<file path="src/sv/dlip_pkg.sv">
// Shared types and constants for the display list index parser.
package dlip_pkg;

  // Parse phases: opcode, count bytes, then six vertex bytes
  localparam logic [3:0] PH_OPCODE = 4'd0;
  localparam logic [3:0] PH_CNT_HI = 4'd1;
  localparam logic [3:0] PH_CNT_LO = 4'd2;
  localparam logic [3:0] PH_VTX0   = 4'd3;
  localparam logic [3:0] PH_VTX1   = 4'd4;
  localparam logic [3:0] PH_VTX2   = 4'd5;
  localparam logic [3:0] PH_VTX3   = 4'd6;
  localparam logic [3:0] PH_VTX4   = 4'd7;
  localparam logic [3:0] PH_VTX5   = 4'd8;

  // Primitive type codes (opcode top five bits)
  localparam logic [7:0] PRIM_MASK  = 8'hF8;
  localparam logic [7:0] PRIM_QUADS = 8'h80;
  localparam logic [7:0] PRIM_TRIS  = 8'h90;
  localparam logic [7:0] PRIM_STRIP = 8'h98;
  localparam logic [7:0] PRIM_FAN   = 8'hA0;

  // Result kinds
  localparam logic KIND_VERTEX = 1'b0;
  localparam logic KIND_END    = 1'b1;

  // End reasons
  localparam logic [1:0] REASON_CLEAN     = 2'd0;
  localparam logic [1:0] REASON_ZERO_OP   = 2'd1;
  localparam logic [1:0] REASON_BAD_PRIM  = 2'd2;
  localparam logic [1:0] REASON_TRUNCATED = 2'd3;

  typedef struct packed {
    logic        kind;
    logic [15:0] pos;
    logic [15:0] nrm;
    logic [15:0] tex;
    logic [1:0]  reason;
    logic        last;
  } result_t;

endpackage

</file>
<file path="src/sv/dlip_parser.sv">
// Byte parser: parse state and the up to two results produced by one byte.
module dlip_parser (
  input  logic              clk,
  input  logic              rst,
  input  logic              take,
  input  logic [7:0]        list_byte,
  input  logic              final_byte,
  output dlip_pkg::result_t res0,
  output dlip_pkg::result_t res1,
  output logic [1:0]        res_count
);
  import dlip_pkg::*;

  logic [3:0]  parse_phase, parse_phase_next;
  logic        halted, halted_next;
  logic [1:0]  stop_cause, stop_cause_next;
  logic [15:0] vertices_left, vertices_left_next;
  logic [39:0] gathered_bytes, gathered_bytes_next;

  logic        vtx_done;
  logic [15:0] vl_dec;
  logic [15:0] count_full;
  logic [7:0]  prim;
  logic        prim_ok;
  logic [1:0]  reason;
  result_t     vtx_res, end_res;

  assign prim    = list_byte & PRIM_MASK;
  assign prim_ok = (prim == PRIM_QUADS) || (prim == PRIM_TRIS) ||
                   (prim == PRIM_STRIP) || (prim == PRIM_FAN);
  assign vl_dec     = vertices_left - 16'd1;
  assign count_full = {gathered_bytes[7:0], list_byte};

  // Next state for one byte
  always_comb begin
    parse_phase_next    = parse_phase;
    halted_next         = halted;
    stop_cause_next     = stop_cause;
    vertices_left_next  = vertices_left;
    gathered_bytes_next = gathered_bytes;
    vtx_done            = 1'b0;
    if (!halted) begin
      unique case (parse_phase)
        PH_OPCODE: begin
          if (list_byte == 8'd0) begin
            halted_next     = 1'b1;
            stop_cause_next = REASON_ZERO_OP;
          end else if (!prim_ok) begin
            halted_next     = 1'b1;
            stop_cause_next = REASON_BAD_PRIM;
          end else begin
            parse_phase_next = PH_CNT_HI;
          end
        end
        PH_CNT_HI: begin
          gathered_bytes_next = {32'd0, list_byte};
          parse_phase_next    = PH_CNT_LO;
        end
        PH_CNT_LO: begin
          vertices_left_next  = count_full;
          gathered_bytes_next = '0;
          parse_phase_next    = (count_full != 16'd0) ? PH_VTX0 : PH_OPCODE;
        end
        PH_VTX0, PH_VTX1, PH_VTX2, PH_VTX3, PH_VTX4: begin
          gathered_bytes_next = {gathered_bytes[31:0], list_byte};
          parse_phase_next    = parse_phase + 4'd1;
        end
        PH_VTX5: begin
          vtx_done            = 1'b1;
          gathered_bytes_next = '0;
          vertices_left_next  = vl_dec;
          parse_phase_next    = (vl_dec != 16'd0) ? PH_VTX0 : PH_OPCODE;
        end
        default: parse_phase_next = PH_OPCODE;
      endcase
    end

    // End of reason from the state this byte leaves
    if (halted_next) begin
      reason = stop_cause_next;
    end else if (parse_phase_next == PH_OPCODE) begin
      reason = REASON_CLEAN;
    end else begin
      reason = REASON_TRUNCATED;
    end

    // Final byte: list ends, state returns to its reset values
    if (final_byte) begin
      parse_phase_next    = PH_OPCODE;
      halted_next         = 1'b0;
      stop_cause_next     = REASON_CLEAN;
      vertices_left_next  = '0;
      gathered_bytes_next = '0;
    end
  end

  // Result words
  always_comb begin
    vtx_res.kind   = KIND_VERTEX;
    vtx_res.pos    = gathered_bytes[39:24];
    vtx_res.nrm    = gathered_bytes[23:8];
    vtx_res.tex    = {gathered_bytes[7:0], list_byte};
    vtx_res.reason = REASON_CLEAN;
    vtx_res.last   = !final_byte;
    end_res.kind   = KIND_END;
    end_res.pos    = '0;
    end_res.nrm    = '0;
    end_res.tex    = '0;
    end_res.reason = reason;
    end_res.last   = 1'b1;
    if (vtx_done) begin
      res0 = vtx_res;
    end else begin
      res0 = end_res;
    end
    res1      = end_res;
    res_count = {1'b0, vtx_done} + {1'b0, final_byte};
  end

  // State registers
  always_ff @(posedge clk) begin
    if (rst) begin
      parse_phase    <= PH_OPCODE;
      halted         <= 1'b0;
      stop_cause     <= REASON_CLEAN;
      vertices_left  <= '0;
      gathered_bytes <= '0;
    end else if (take) begin
      parse_phase    <= parse_phase_next;
      halted         <= halted_next;
      stop_cause     <= stop_cause_next;
      vertices_left  <= vertices_left_next;
      gathered_bytes <= gathered_bytes_next;
    end
  end

endmodule

</file>
<file path="src/sv/dlip_result_queue.sv">
// Four-entry result queue: takes up to two words a cycle, gives one unless stalled.
module dlip_result_queue (
  input  logic              clk,
  input  logic              rst,
  input  dlip_pkg::result_t push0,
  input  dlip_pkg::result_t push1,
  input  logic [1:0]        push_count,
  output logic              room,
  output logic              out_valid,
  input  logic              out_stall,
  output dlip_pkg::result_t head
);
  import dlip_pkg::*;

  result_t     entries [4];
  logic [1:0]  wr_ptr, rd_ptr;
  logic [2:0]  count, count_next;
  logic        pop;
  logic [1:0]  wr_ptr1;

  assign pop       = out_valid && !out_stall;
  assign out_valid = (count != 3'd0);
  assign room      = (count < 3'd3);
  assign head      = entries[rd_ptr];
  assign wr_ptr1   = wr_ptr + 2'd1;
  assign count_next = count + {1'b0, push_count} - {2'b00, pop};

  // Storage
  always_ff @(posedge clk) begin
    if (push_count != 2'd0) begin
      entries[wr_ptr] <= push0;
    end
    if (push_count == 2'd2) begin
      entries[wr_ptr1] <= push1;
    end
  end

  // Pointers and fill count
  always_ff @(posedge clk) begin
    if (rst) begin
      wr_ptr <= '0;
      rd_ptr <= '0;
      count  <= '0;
    end else begin
      wr_ptr <= wr_ptr + push_count;
      rd_ptr <= rd_ptr + {1'b0, pop};
      count  <= count_next;
    end
  end

endmodule

</file>
<file path="src/sv/display_list_index_parser_core.sv">
// Display list index parser: one list byte a word in, vertex and end results out.
// A result is registered in the result queue when its byte is accepted and reaches the outputs behind earlier results.
// Throughput: one byte a cycle while the queue has room; the two results of one byte
// leave one at a time, and the four-entry result queue sets how far input runs ahead.
// Reset (synchronous) returns the parser to awaiting an opcode and empties the queue.
module display_list_index_parser_core (
  input  logic        clk,
  input  logic        rst,
  input  logic        in_valid,
  output logic        in_stall,
  input  logic [7:0]  list_byte,
  input  logic        final_byte,
  output logic        out_valid,
  input  logic        out_stall,
  output logic        result_kind,
  output logic [15:0] position_index,
  output logic [15:0] normal_index,
  output logic [15:0] texcoord_index,
  output logic [1:0]  end_reason,
  output logic        last_of_run
);
  import dlip_pkg::*;

  logic       take;
  logic       room;
  logic [1:0] res_count;
  logic [1:0] push_count;
  result_t    res0, res1, head;

  assign in_stall   = !room;
  assign take       = in_valid && room;
  assign push_count = take ? res_count : 2'd0;

  dlip_parser u_parser (
    .clk        (clk),
    .rst        (rst),
    .take       (take),
    .list_byte  (list_byte),
    .final_byte (final_byte),
    .res0       (res0),
    .res1       (res1),
    .res_count  (res_count)
  );

  dlip_result_queue u_queue (
    .clk        (clk),
    .rst        (rst),
    .push0      (res0),
    .push1      (res1),
    .push_count (push_count),
    .room       (room),
    .out_valid  (out_valid),
    .out_stall  (out_stall),
    .head       (head)
  );

  // Result fields
  assign result_kind    = head.kind;
  assign position_index = head.pos;
  assign normal_index   = head.nrm;
  assign texcoord_index = head.tex;
  assign end_reason     = head.reason;
  assign last_of_run    = head.last;

endmodule

</file>
<file path="config.mk">
export PLATFORM = sky130hd
export DESIGN_NAME = display_list_index_parser_core
export DESIGN_NICKNAME = d
export VERILOG_FILES = /design/src/sv/dlip_pkg.sv /design/src/sv/dlip_parser.sv /design/src/sv/dlip_result_queue.sv /design/src/sv/display_list_index_parser_core.sv
export SDC_FILE = /design/constraint.sdc
export NUM_CORES = 1
export LEC_CHECK = 0
export BUFFER_PORTS_ARGS = -buffer_cell sky130_fd_sc_hd__buf_2
export CORE_MARGIN = 2
export CORE_UTILIZATION = 60
export CTS_BUF_LIST = sky130_fd_sc_hd__clkbuf_8
export CTS_CLUSTER_DIAMETER = 80
export DETAILED_ROUTE_END_ITERATION = 7
export GPL_TIMING_DRIVEN = 0
export PLACE_DENSITY = 0.78
export SKIP_CTS_REPAIR_TIMING = 1
export SYNTH_ARGS = -nofsm -noshare
export SYNTH_HDL_FRONTEND = slang
export SYNTH_HIERARCHICAL = 1
export SYNTH_SLANG_ARGS = --single-unit
</file>
<file path="constraint.sdc">
create_clock -name clk -period 9.5 [get_ports clk]
set_input_delay 2.375 -clock clk [delete_from_list [all_inputs] [get_ports clk]]
set_output_delay 2.375 -clock clk [all_outputs]
set_load 0.01 [all_outputs]
</file>
==> results of run 1 <==
==> logic make-up (layout without fill, tap and decap cells) <==
group / Yosys count / in the layout / share of synthesized area
AO/OA/AOI/OAI: 130 / 130 / 0.0551
XOR/XNOR: 10 / 10 / 0.00598
adder cells (fa/ha/maj): 12 / 12 / 0.0108
buffers and inverters: 139 / 298 / 0.0591
flip-flops: 278 / 278 / 0.523
multiplexers: 262 / 262 / 0.244
other: 2 / 50 / 0.000513
AND/OR/NAND/NOR: 272 / 272 / 0.102
==> worst max path at each step <==
| stage | start | endpoint | slack (ps) | depth (start not counted) |
|---|---|---|---|---|
| floorplan | final_byte | u_queue/entries[0][0] | 2060 | 4 |
| global placement | final_byte | u_queue/entries[0][15] | -1410 | 5 |
| detailed placement | final_byte | u_queue/entries[2][12] | 4470 | 8 |
| CTS | u_queue/rd_ptr[1] | texcoord_index[13] | 4510 | 4 |
| global route | u_queue/rd_ptr[1] | texcoord_index[10] | 4440 | 4 |
| finish | u_queue/rd_ptr[1] | texcoord_index[15] | 4570 | 4 |
==> area by class of cell <==
class | instances | area, sq um | area share
sequential | 278 | 7650 | 0.463
clock buffer | 46 | 633 | 0.0383
multi-input combinational | 736 | 6340 | 0.384
clock inverter | 40 | 168 | 0.0101
buffer | 125 | 812 | 0.0491
inverter | 14 | 52.6 | 0.00318
timing repair buffer | 73 | 468 | 0.0283
tap | 324 | 405 | 0.0245
==> metal layers <==
metal | vias to the layer above | share of wire | track usage | wire length [um]
met1 | 4612 | 0.41 | 0.325 | 13000
met2 | 277 | 0.51 | 0.437 | 16300
met5 | - | 0 | 0 | 0
met3 | 50 | 0.057 | 0.0387 | 1800
li1 | 4427 | - | - | -
met4 | 0 | 0.017 | 0.0733 | 546
==> cell usage after synthesis (3+ instances only) <==
cell / instances
nor4_1: 5
dfxtp_1: 70
a211oi_1: 3
and3_1: 4
nor3_1: 13
nand2b_1: 5
mux4_2: 52
o31ai_1: 5
nand4_1: 3
and2_1: 52
buf_6: 13
mux2_2: 198
a22oi_1: 19
buf_1: 3
nand2_1: 58
edfxtp_1: 208
mux2_4: 10
a31oi_1: 3
o21ai_0: 23
nor2b_1: 11
nor4_4: 3
xor2_1: 5
ha_1: 11
nor2_1: 51
buf_4: 57
inv_1: 14
nand3_1: 37
nor4_2: 3
a21oi_1: 57
clkbuf_1: 27
or3_1: 5
xnor2_1: 5
buf_2: 25
==> sequential cells by signal (all words and copies together) (netlist names) <==
name                     flops
u_parser/stop_cause          2
u_queue/entries            208
u_queue/count                3
u_queue/wr_ptr               2
u_parser/halted              1
u_parser/parse_phase         4
u_queue/rd_ptr               2
u_parser/gathered_bytes     40
u_parser/vertices_left      16
==> metrics by stage <==
| stage | util | hold slack [ps] |
|---|---|---|
| after detailed placement | 0.652 | 446 |
| after global placement | 0.645 | 438 |
| after CTS | 0.686 | 454 |
| after floorplan | - | 427 |
| after global routing | 0.686 | 484 |
| final | 0.686 | 454 |
==> where the power goes <==
group | internal [uW] | switching, uW
logic | 266 | 324
clock network | 452 | 465
registers | 1350 | 21.6
total | 2070 | 810
==> critical path, cell delays in order, from the launching register on <==
cell	delay, ps
dfxtp_1	310
clkbuf_1	490
clkbuf_1	610
mux4_2	430
buf_2	160
==> results.tsv, run 1 <==
stage	metric	value	unit
timing	crit share post-route	0.519	
synth	sequential area share after synthesis	0.523	
synth	number of synthesized flops with an enable pin	208	
global_route	number of global-route vias before repair	9471	
cts	clk root buf	clkbuf_8	
status	outcome	complete, no violations	
floorplan	Row Count	57	
cells_and_area	Area Growth Syn to Fin	12.9	%
flow_run	number of max-cap violations	0	
critical_path	Crit Path Max Fanout	10	
power	maximum VDD drop	0.100	mV
synth	area leader, netlist	edfxtp_1	
cts	insertion delay to the later sink of the worst-skew pair	570	ps
timing	max-slew violation count	0	
global_route	largest net degree at the start of global routing	53	
cells_and_area	Post-Layout Cell Count	1636	
place	dpl cells	1550	
synth	post-synthesis register bit count	278	
timing	RSZ-0062 raised after global routing	false	
floorplan	die width	160	um
synth	main flop type after synthesis	edfxtp_1	
critical_path	Worst R2R Path Depth	13	
detailed_routing	Initial DRC Count	740	
global_route	GR Overflow Total	0	
floorplan	Ports	67	
power	Tot Pwr	2880	uW
floorplan	Core ar.	24100	sq um
cells_and_area	most frequent cells in the layout	edfxtp_1, mux2_2, buf_2, dfxtp_1, nand2_1	
synth	synth warn	6	
cts	TritonCTS clock tree	yes	
timing	Worst-Margin Slew	932	ps
cts	clk sinks	278	
hold_path	Hold Path Class	flop to flop	
cells_and_area	share of layout cells above drive strength 1	0.386	
global_route	initial antenna violation count	0	
place	placed inst area	15700	sq um
place	gpl congestion	0.908	
place	Placement Setup Slack	4470	ps
detailed_routing	Via density	5.72	
timing	Fin Clk Skew	26.5	ps
critical_path	CP required	7130	ps
synth	Post-Syn Area	14600	sq um
cells_and_area	fin nets	1299	
critical_path	startpoint types	flop	
detailed_routing	First-pass DRT Iterations	5	
cells_and_area	design area	16500	sq um
timing	setup violators final	0	
place	I/O Buffers	66	
cts	worst-case clock buffer depth	3	
place	post-DP HPWL	20.9	mm
detailed_routing	Remaining DRCs	0	
floorplan	Initial Utilization	0.607	
critical_path	endpoint class of the critical path	primary output	
critical_path	Worst R2R Start	u_parser/parse_phase[0]	
power	leakage power	0.00653	uW
floorplan	Die Y	160	um
timing	Max Freq	203	MHz
cells_and_area	ANT cells	0	
cts	CTS buffer count	46	
detailed_routing	post-route ant nets	0	
critical_path	Worst R2R End	u_queue/entries[2][21]	
synth	synth unique cells	69	
hold_path	Worst Hold End	u_parser/gathered_bytes[35]	
critical_path	r2r setup slk	4880	ps
timing	relative slew slack	0.379	
synth	Synth Instances	1105	
power	pwr/cell area	174	nW/um^2
timing	Final Critical Period	4930	ps
critical_path	Worst EP arrival	2560	ps
detailed_routing	Avg WL per Cell	19.4	um
floorplan	die area	25700	sq um
cells_and_area	most common cell after layout, fill and taps aside	edfxtp_1	
critical_path	critical path type	flop to primary output	
timing	Final TNS setup	0	ps
synth	top post-synthesis cells by area	edfxtp_1, mux2_2, dfxtp_1	
synth	top cell type's share of synthesized area	0.427	
timing	Final Worst Setup Slack	4570	ps
cts	Reg clk slew, reported paths	60	ps
synth	Mapped Avg Cell Area	13.2	sq um
hold_path	Worst Min Path Start	u_parser/gathered_bytes[35]	
global_route	global-route wire length before repair	50.5	mm
detailed_routing	drt total wl	31.7	mm
cts	H-tree levels	2	
detailed_routing	routed via count	9366	
hold_path	hold depth	2	
global_route	Total GRT Usage	0.250	
cells_and_area	fillcell total	1804	
timing	Fin. Hold Viols	0	
synth	ys async rst share	0	
(Power assumes the default switching activity.)
==> run 2, diff against run 1 <==
--- a/config.mk
+++ b/config.mk
@@ -7,12 +7,12 @@
 export LEC_CHECK = 0
 export BUFFER_PORTS_ARGS = -buffer_cell sky130_fd_sc_hd__buf_2
 export CORE_MARGIN = 2
-export CORE_UTILIZATION = 60
+export CORE_UTILIZATION = 58
 export CTS_BUF_LIST = sky130_fd_sc_hd__clkbuf_8
 export CTS_CLUSTER_DIAMETER = 80
 export DETAILED_ROUTE_END_ITERATION = 7
 export GPL_TIMING_DRIVEN = 0
-export PLACE_DENSITY = 0.78
+export PLACE_DENSITY = 0.79
 export SKIP_CTS_REPAIR_TIMING = 1
 export SYNTH_ARGS = -nofsm -noshare
 export SYNTH_HDL_FRONTEND = slang
==> constraint.sdc (replaced) <==
create_clock -name clk -period 4.11 [get_ports clk]
set_input_delay 1.0275 -clock clk [delete_from_list [all_inputs] [get_ports clk]]
set_output_delay 1.0275 -clock clk [all_outputs]
set_load 0.01 [all_outputs]
==> results.tsv, run 2 (same netlist as run 1, synthesis figures left out) <==
stage	metric	value	unit
cells_and_area	ANT cells	0	
critical_path	endpoint class of the critical path	flop	
cts	clk sinks	278	
power	pwr/cell area	406	nW/um^2
cells_and_area	Area Growth Syn to Fin	13.4	%
detailed_routing	First-pass DRT Iterations	5	
critical_path	highest cell delay on the worst timing path	450	ps
critical_path	critical path type	flop to flop	
critical_path	Worst EP arrival	4250	ps
critical_path	Crit Path Max Fanout	16	
floorplan	die area	26500	sq um
timing	setup violators final	0	
cts	clk root buf	clkbuf_8	
timing	Fin Clk Skew	29.5	ps
global_route	number of global-route vias before repair	9460	
power	net switching power	1900	uW
detailed_routing	Remaining DRCs	0	
global_route	initial antenna violation count	1	
cells_and_area	most common cell after layout, fill and taps aside	edfxtp_1	
detailed_routing	post-route ant nets	0	
detailed_routing	Initial DRC Count	818	
timing	Final Critical Period	3980	ps
timing	WHS	461	ps
timing	crit share post-route	0.969	
timing	Worst-Margin Slew	943	ps
detailed_routing	routed via count	9435	
power	maximum VDD drop	0.217	mV
power	leakage power	0.00653	uW
timing	RSZ-0062 raised after global routing	false	
cells_and_area	share of layout cells above drive strength 1	0.396	
hold_path	Hold Path Class	flop to flop	
power	Internal	4850	uW
power	Comb power frac	0.203	
critical_path	CP dominant cell by count	ha_1	
detailed_routing	Via density	5.75	
global_route	global-route wire length before repair	49.8	mm
floorplan	die width	163	um
hold_path	Worst Min Path Start	u_parser/gathered_bytes[37]	
power	Sequential Power Share	0.470	
critical_path	slowest CP cell	or2_2	
critical_path	CP required	4370	ps
cts	insertion delay to the later sink of the worst-skew pair	570	ps
cells_and_area	most frequent cells in the layout	edfxtp_1, mux2_2, buf_2, dfxtp_1, buf_4	
place	gpl congestion	0.889	
place	post-DP HPWL	21.0	mm
floorplan	Core ar.	25000	sq um
critical_path	CP Cell Sequence	inv_1 -> ha_1 -> nand3b_1 -> or2_2 -> clkinvlp_4 -> buf_4 -> ha_1 -> and3_1 -> nor2b_2 -> nand3_2 -> clkbuf_4 -> o31ai_4 -> buf_16 -> buf_8	
cells_and_area	leading registers by flop count	u_queue/entries x208, u_parser/gathered_bytes x40, u_parser/vertices_left x16	
place	I/O Buffers	66	
global_route	largest net degree at the start of global routing	53	
cells_and_area	fillcell total	1819	
cts	TritonCTS clock tree	yes	
detailed_routing	drt total wl	32.2	mm
hold_path	Worst Hold End	u_parser/gathered_bytes[37]	
status	outcome	complete, no violations	
flow_run	number of max-cap violations	0	
critical_path	Worst R2R End	u_queue/entries[0][16]	
critical_path	Worst R2R Start	u_parser/parse_phase[0]	
timing	Max Freq	251	MHz
floorplan	Ports	67	
cts	worst-case clock buffer depth	3	
cells_and_area	fin nets	1301	
cells_and_area	fin util	0.665	
critical_path	r2r setup slk	130	ps
cts	CTS buffer count	46	
cells_and_area	max reg flops	208	
critical_path	WP depth	14	
cts	Reg clk slew, reported paths	60	ps
cells_and_area	Largest Register	u_queue/entries	
critical_path	startpoint types	flop	
power	clock share of power	0.326	
power	switching part of the total	0.281	
timing	max-slew violation count	0	
detailed_routing	Avg WL per Cell	19.6	um
critical_path	crit path buf inv count	6	
critical_path	Worst R2R Path Depth	14	
critical_path	CP top delay family	simple AND/OR/NAND/NOR gates	
global_route	Total GRT Usage	0.242	
floorplan	Row Count	58	
floorplan	Die Y	163	um
floorplan	Initial Utilization	0.586	
timing	Final TNS setup	0	ps
timing	relative slew slack	0.367	
hold_path	hold depth	2	
cts	H-tree levels	2	
global_route	GR Overflow Total	0	
timing	Fin. Hold Viols	0	
[run 2: metal layers]
metal | up-vias | track usage | wire [um]
met2 | 274 | 0.429 | 16600
met4 | 2 | 0.0853 | 979
met1 | 4667 | 0.305 | 13100
li1 | 4419 | - | -
met5 | - | 0 | 11
met3 | 73 | 0.0331 | 1480
[run 2: through the flow]
| stage | setup slack, ps | cells | power [uW] | area, sq um |
|---|---|---|---|---|
| floorplan | 224 | 1153 | 4170 | 14800 |
| global placement | -1240 | 1549 | 4550 | 15600 |
| detailed placement | -289 | 1556 | 4600 | 15700 |
| CTS | -300 | 1640 | 6780 | 16600 |
| global route | 4.28 | 1642 | 7030 | 16600 |
| finish | 128 | 1642 | 6740 | 16600 |
[run 2: worst max-delay path by stage]
stage | to | startpoint | slack, ps
after global placement | u_queue/entries[0][13] | u_parser/parse_phase[0] | -1240
after CTS | u_queue/entries[2][5] | u_parser/parse_phase[0] | -300
after detailed placement | u_queue/entries[2][13] | u_parser/parse_phase[1] | -290
after global routing | u_queue/entries[0][16] | u_parser/parse_phase[1] | 4
after floorplan | u_queue/entries[0][0] | u_parser/parse_phase[0] | 220
final | u_queue/entries[0][16] | u_parser/parse_phase[0] | 130
[run 2: final cells by class]
type                       instances  area, sq um  area share
buffer                           124          811      0.0488
clock inverter                    35          156     0.00942
multi-input combinational        737         6350       0.383
timing repair buffer              75          490      0.0295
sequential                       278         7650       0.461
tap                              330          413      0.0249
clock buffer                      49          674      0.0406
inverter                          14         56.3     0.00339
[run 2: worst register-to-register path, cell delays in order (launching register included)]
cell and delay (ps):
dfxtp_1 390, inv_1 120, ha_1 260, nand3b_1 280, or2_2 450, clkinvlp_4 110, buf_4 150, ha_1 140
and3_1 240, nor2b_2 240, nand3_2 290, clkbuf_4 330, o31ai_4 230, buf_16 240, buf_8 210
[run 2: power by group through the flow]
stage	sequential [uW]	combinational, uW	clock (uW)
floorplan	3220	953	0
global placement	3230	1310	0
detailed placement	3230	1370	0
CTS	3170	1370	2240
global route	3180	1490	2360
finish	3170	1370	2200
==> run 3, diff against run 2 <==
--- a/config.mk
+++ b/config.mk
@@ -11,9 +11,9 @@
 export CTS_BUF_LIST = sky130_fd_sc_hd__clkbuf_8
 export CTS_CLUSTER_DIAMETER = 80
 export DETAILED_ROUTE_END_ITERATION = 7
-export GPL_TIMING_DRIVEN = 0
-export PLACE_DENSITY = 0.79
+export PLACE_DENSITY = 0.85
 export SKIP_CTS_REPAIR_TIMING = 1
+export SKIP_LAST_GASP = 1
 export SYNTH_ARGS = -nofsm -noshare
 export SYNTH_HDL_FRONTEND = slang
 export SYNTH_HIERARCHICAL = 1
==> results.tsv, run 3 (same netlist as run 1, synthesis figures left out) <==
stage	metric	value	unit
timing	Final Critical Period	3640	ps
timing	relative slew slack	0.423	
detailed_routing	Metal-1 WL	12.7	mm
cells_and_area	fin nets	1186	
place	gpl congestion	0.884	
detailed_routing	Remaining DRCs	0	
global_route	GR Overflow Total	0	
flow_run	number of max-cap violations	0	
detailed_routing	metal2 WL	16.1	mm
floorplan	die width	163	um
cts	worst-case clock buffer depth	3	
timing	Worst-Margin Slew	865	ps
critical_path	critical path type	flop to flop	
cts	clk root buf	clkbuf_8	
timing	setup violators final	0	
power	pwr/cell area	436	nW/um^2
cts	insertion delay to the later sink of the worst-skew pair	570	ps
detailed_routing	Avg WL per Cell	20.6	um
cts	CTS buffer count	46	
global_route	largest net degree at the start of global routing	53	
place	placed inst area	15000	sq um
place	post-DP HPWL	19.0	mm
timing	RSZ-0062 raised after global routing	false	
detailed_routing	drt total wl	31.5	mm
timing	Final Worst Setup Slack	471	ps
detailed_routing	First-pass DRT Iterations	5	
status	outcome	complete, no violations	
global_route	Total GRT Usage	0.240	
critical_path	Crit Path Max Fanout	52	
floorplan	Ports	67	
power	leakage power	0.00608	uW
detailed_routing	post-route ant nets	0	
cts	TritonCTS clock tree	yes	
hold_path	hold depth	2	
global_route	initial antenna violation count	0	
cts	clk sinks	278	
floorplan	Core ar.	25000	sq um
timing	Fin. Hold Viols	0	
floorplan	Row Count	58	
timing	Max Freq	275	MHz
place	Placement Setup Slack	494	ps
cts	Reg clk slew, reported paths	60	ps
detailed_routing	routed via count	9103	
detailed_routing	Initial DRC Count	745	
critical_path	CP required	4420	ps
cells_and_area	Largest Register	u_queue/entries	
timing	Final TNS setup	0	ps
cells_and_area	most common cell after layout, fill and taps aside	edfxtp_1	
detailed_routing	met3 wire len	1.72	mm
hold_path	Hold Path Class	flop to flop	
detailed_routing	uppermost routed layer	met4	
timing	max-slew violation count	0	
critical_path	startpoint types	flop	
critical_path	Worst R2R Path Depth	11	
global_route	number of global-route vias before repair	9304	
cells_and_area	Area Growth Syn to Fin	8.99	%
global_route	global-route wire length before repair	49.6	mm
floorplan	die area	26500	sq um
critical_path	Worst EP arrival	3950	ps
cells_and_area	max reg flops	208	
cells_and_area	ANT cells	0	
power	Tot Pwr	6950	uW
cells_and_area	design area	16000	sq um
cells_and_area	share of layout cells above drive strength 1	0.373	
critical_path	endpoint class of the critical path	flop	
cts	H-tree levels	2	
timing	crit share post-route	0.885	
place	I/O Buffers	66	
cells_and_area	most frequent cells in the layout	edfxtp_1, mux2_2, dfxtp_1, buf_2, clkbuf_8	
floorplan	Initial Utilization	0.586	
power	maximum VDD drop	0.260	mV
place	dpl cells	1443	
timing	Fin Clk Skew	22.8	ps
detailed_routing	Via density	5.95	
cells_and_area	Post-Layout Cell Count	1529	
cells_and_area	leading registers by flop count	u_queue/entries x208, u_parser/gathered_bytes x40, u_parser/vertices_left x16	
floorplan	Die Y	163	um
[run 3: changes by cell type in the layout (fill, tap and decap cells not counted), moves of 2 or more]
cell	previous run	this run
clkinvlp_4	3	0
buf_1	3	0
inv_1	30	24
inv_6	0	2
buf_8	2	0
clkbuf_1	26	0
buf_4	59	15
buf_2	90	66
dfxtp_1	70	68
buf_6	13	0
buf_16	2	0
clkbuf_8	49	59
a21o_4	2	0
[run 3: path summary, 6_finish.rpt]
kind                                                  start  slack, ps                          end
worst max-delay path                u_parser/parse_phase[0]        470       u_queue/entries[2][37]
worst min-delay path            u_parser/gathered_bytes[37]        450  u_parser/gathered_bytes[37]
worst min register to register  u_parser/gathered_bytes[37]        450  u_parser/gathered_bytes[37]
worst max register to register      u_parser/parse_phase[0]        470       u_queue/entries[2][37]
[run 3: cell type report]
class | instances | area, sq um
Fill cell | 1849 | 9010
Inverter | 14 | 52.6
Timing Repair Buffer | 85 | 523
Clock inverter | 27 | 146
Clock buffer | 59 | 812
Sequential cell | 278 | 7650
Multi-Input combinational cell | 736 | 6350
Tap cell | 330 | 413
[run 3: metal layers]
metal,GRT usage,vias up
met2,0.426,306
met1,0.295,4529
met4,0.0909,0
met5,0,-
li1,-,4193
met3,0.0395,75
[run 3: power by group]
group | internal (uW) | total [uW] | switching [uW] | leakage [uW]
Sequential | 3130 | 3250 | 126 | 0.00266
Clock | 1360 | 2470 | 1110 | 0.000539
Combinational | 557 | 1230 | 669 | 0.00288
Total | 5040 | 6950 | 1910 | 0.00608
[run 3: worst max-delay path, stage by stage, from the launching register on]
cell and delay, ps:
dfxtp_1 390, inv_1 120, ha_1 250, nand3b_1 120
or2_2 360, inv_1 130, ha_1 250, and3_1 280
nor2b_2 210, and3b_2 210, buf_4 640, mux2_2 420
[run 3: metrics by stage]
| stage | hold WS [ps] | utilization |
|---|---|---|
| after global routing | 470 | 0.639 |
| after detailed placement | 447 | 0.601 |
| final | 453 | 0.639 |
| after floorplan | 427 | - |
| after CTS | 455 | 0.639 |
| after global placement | 437 | 0.601 |
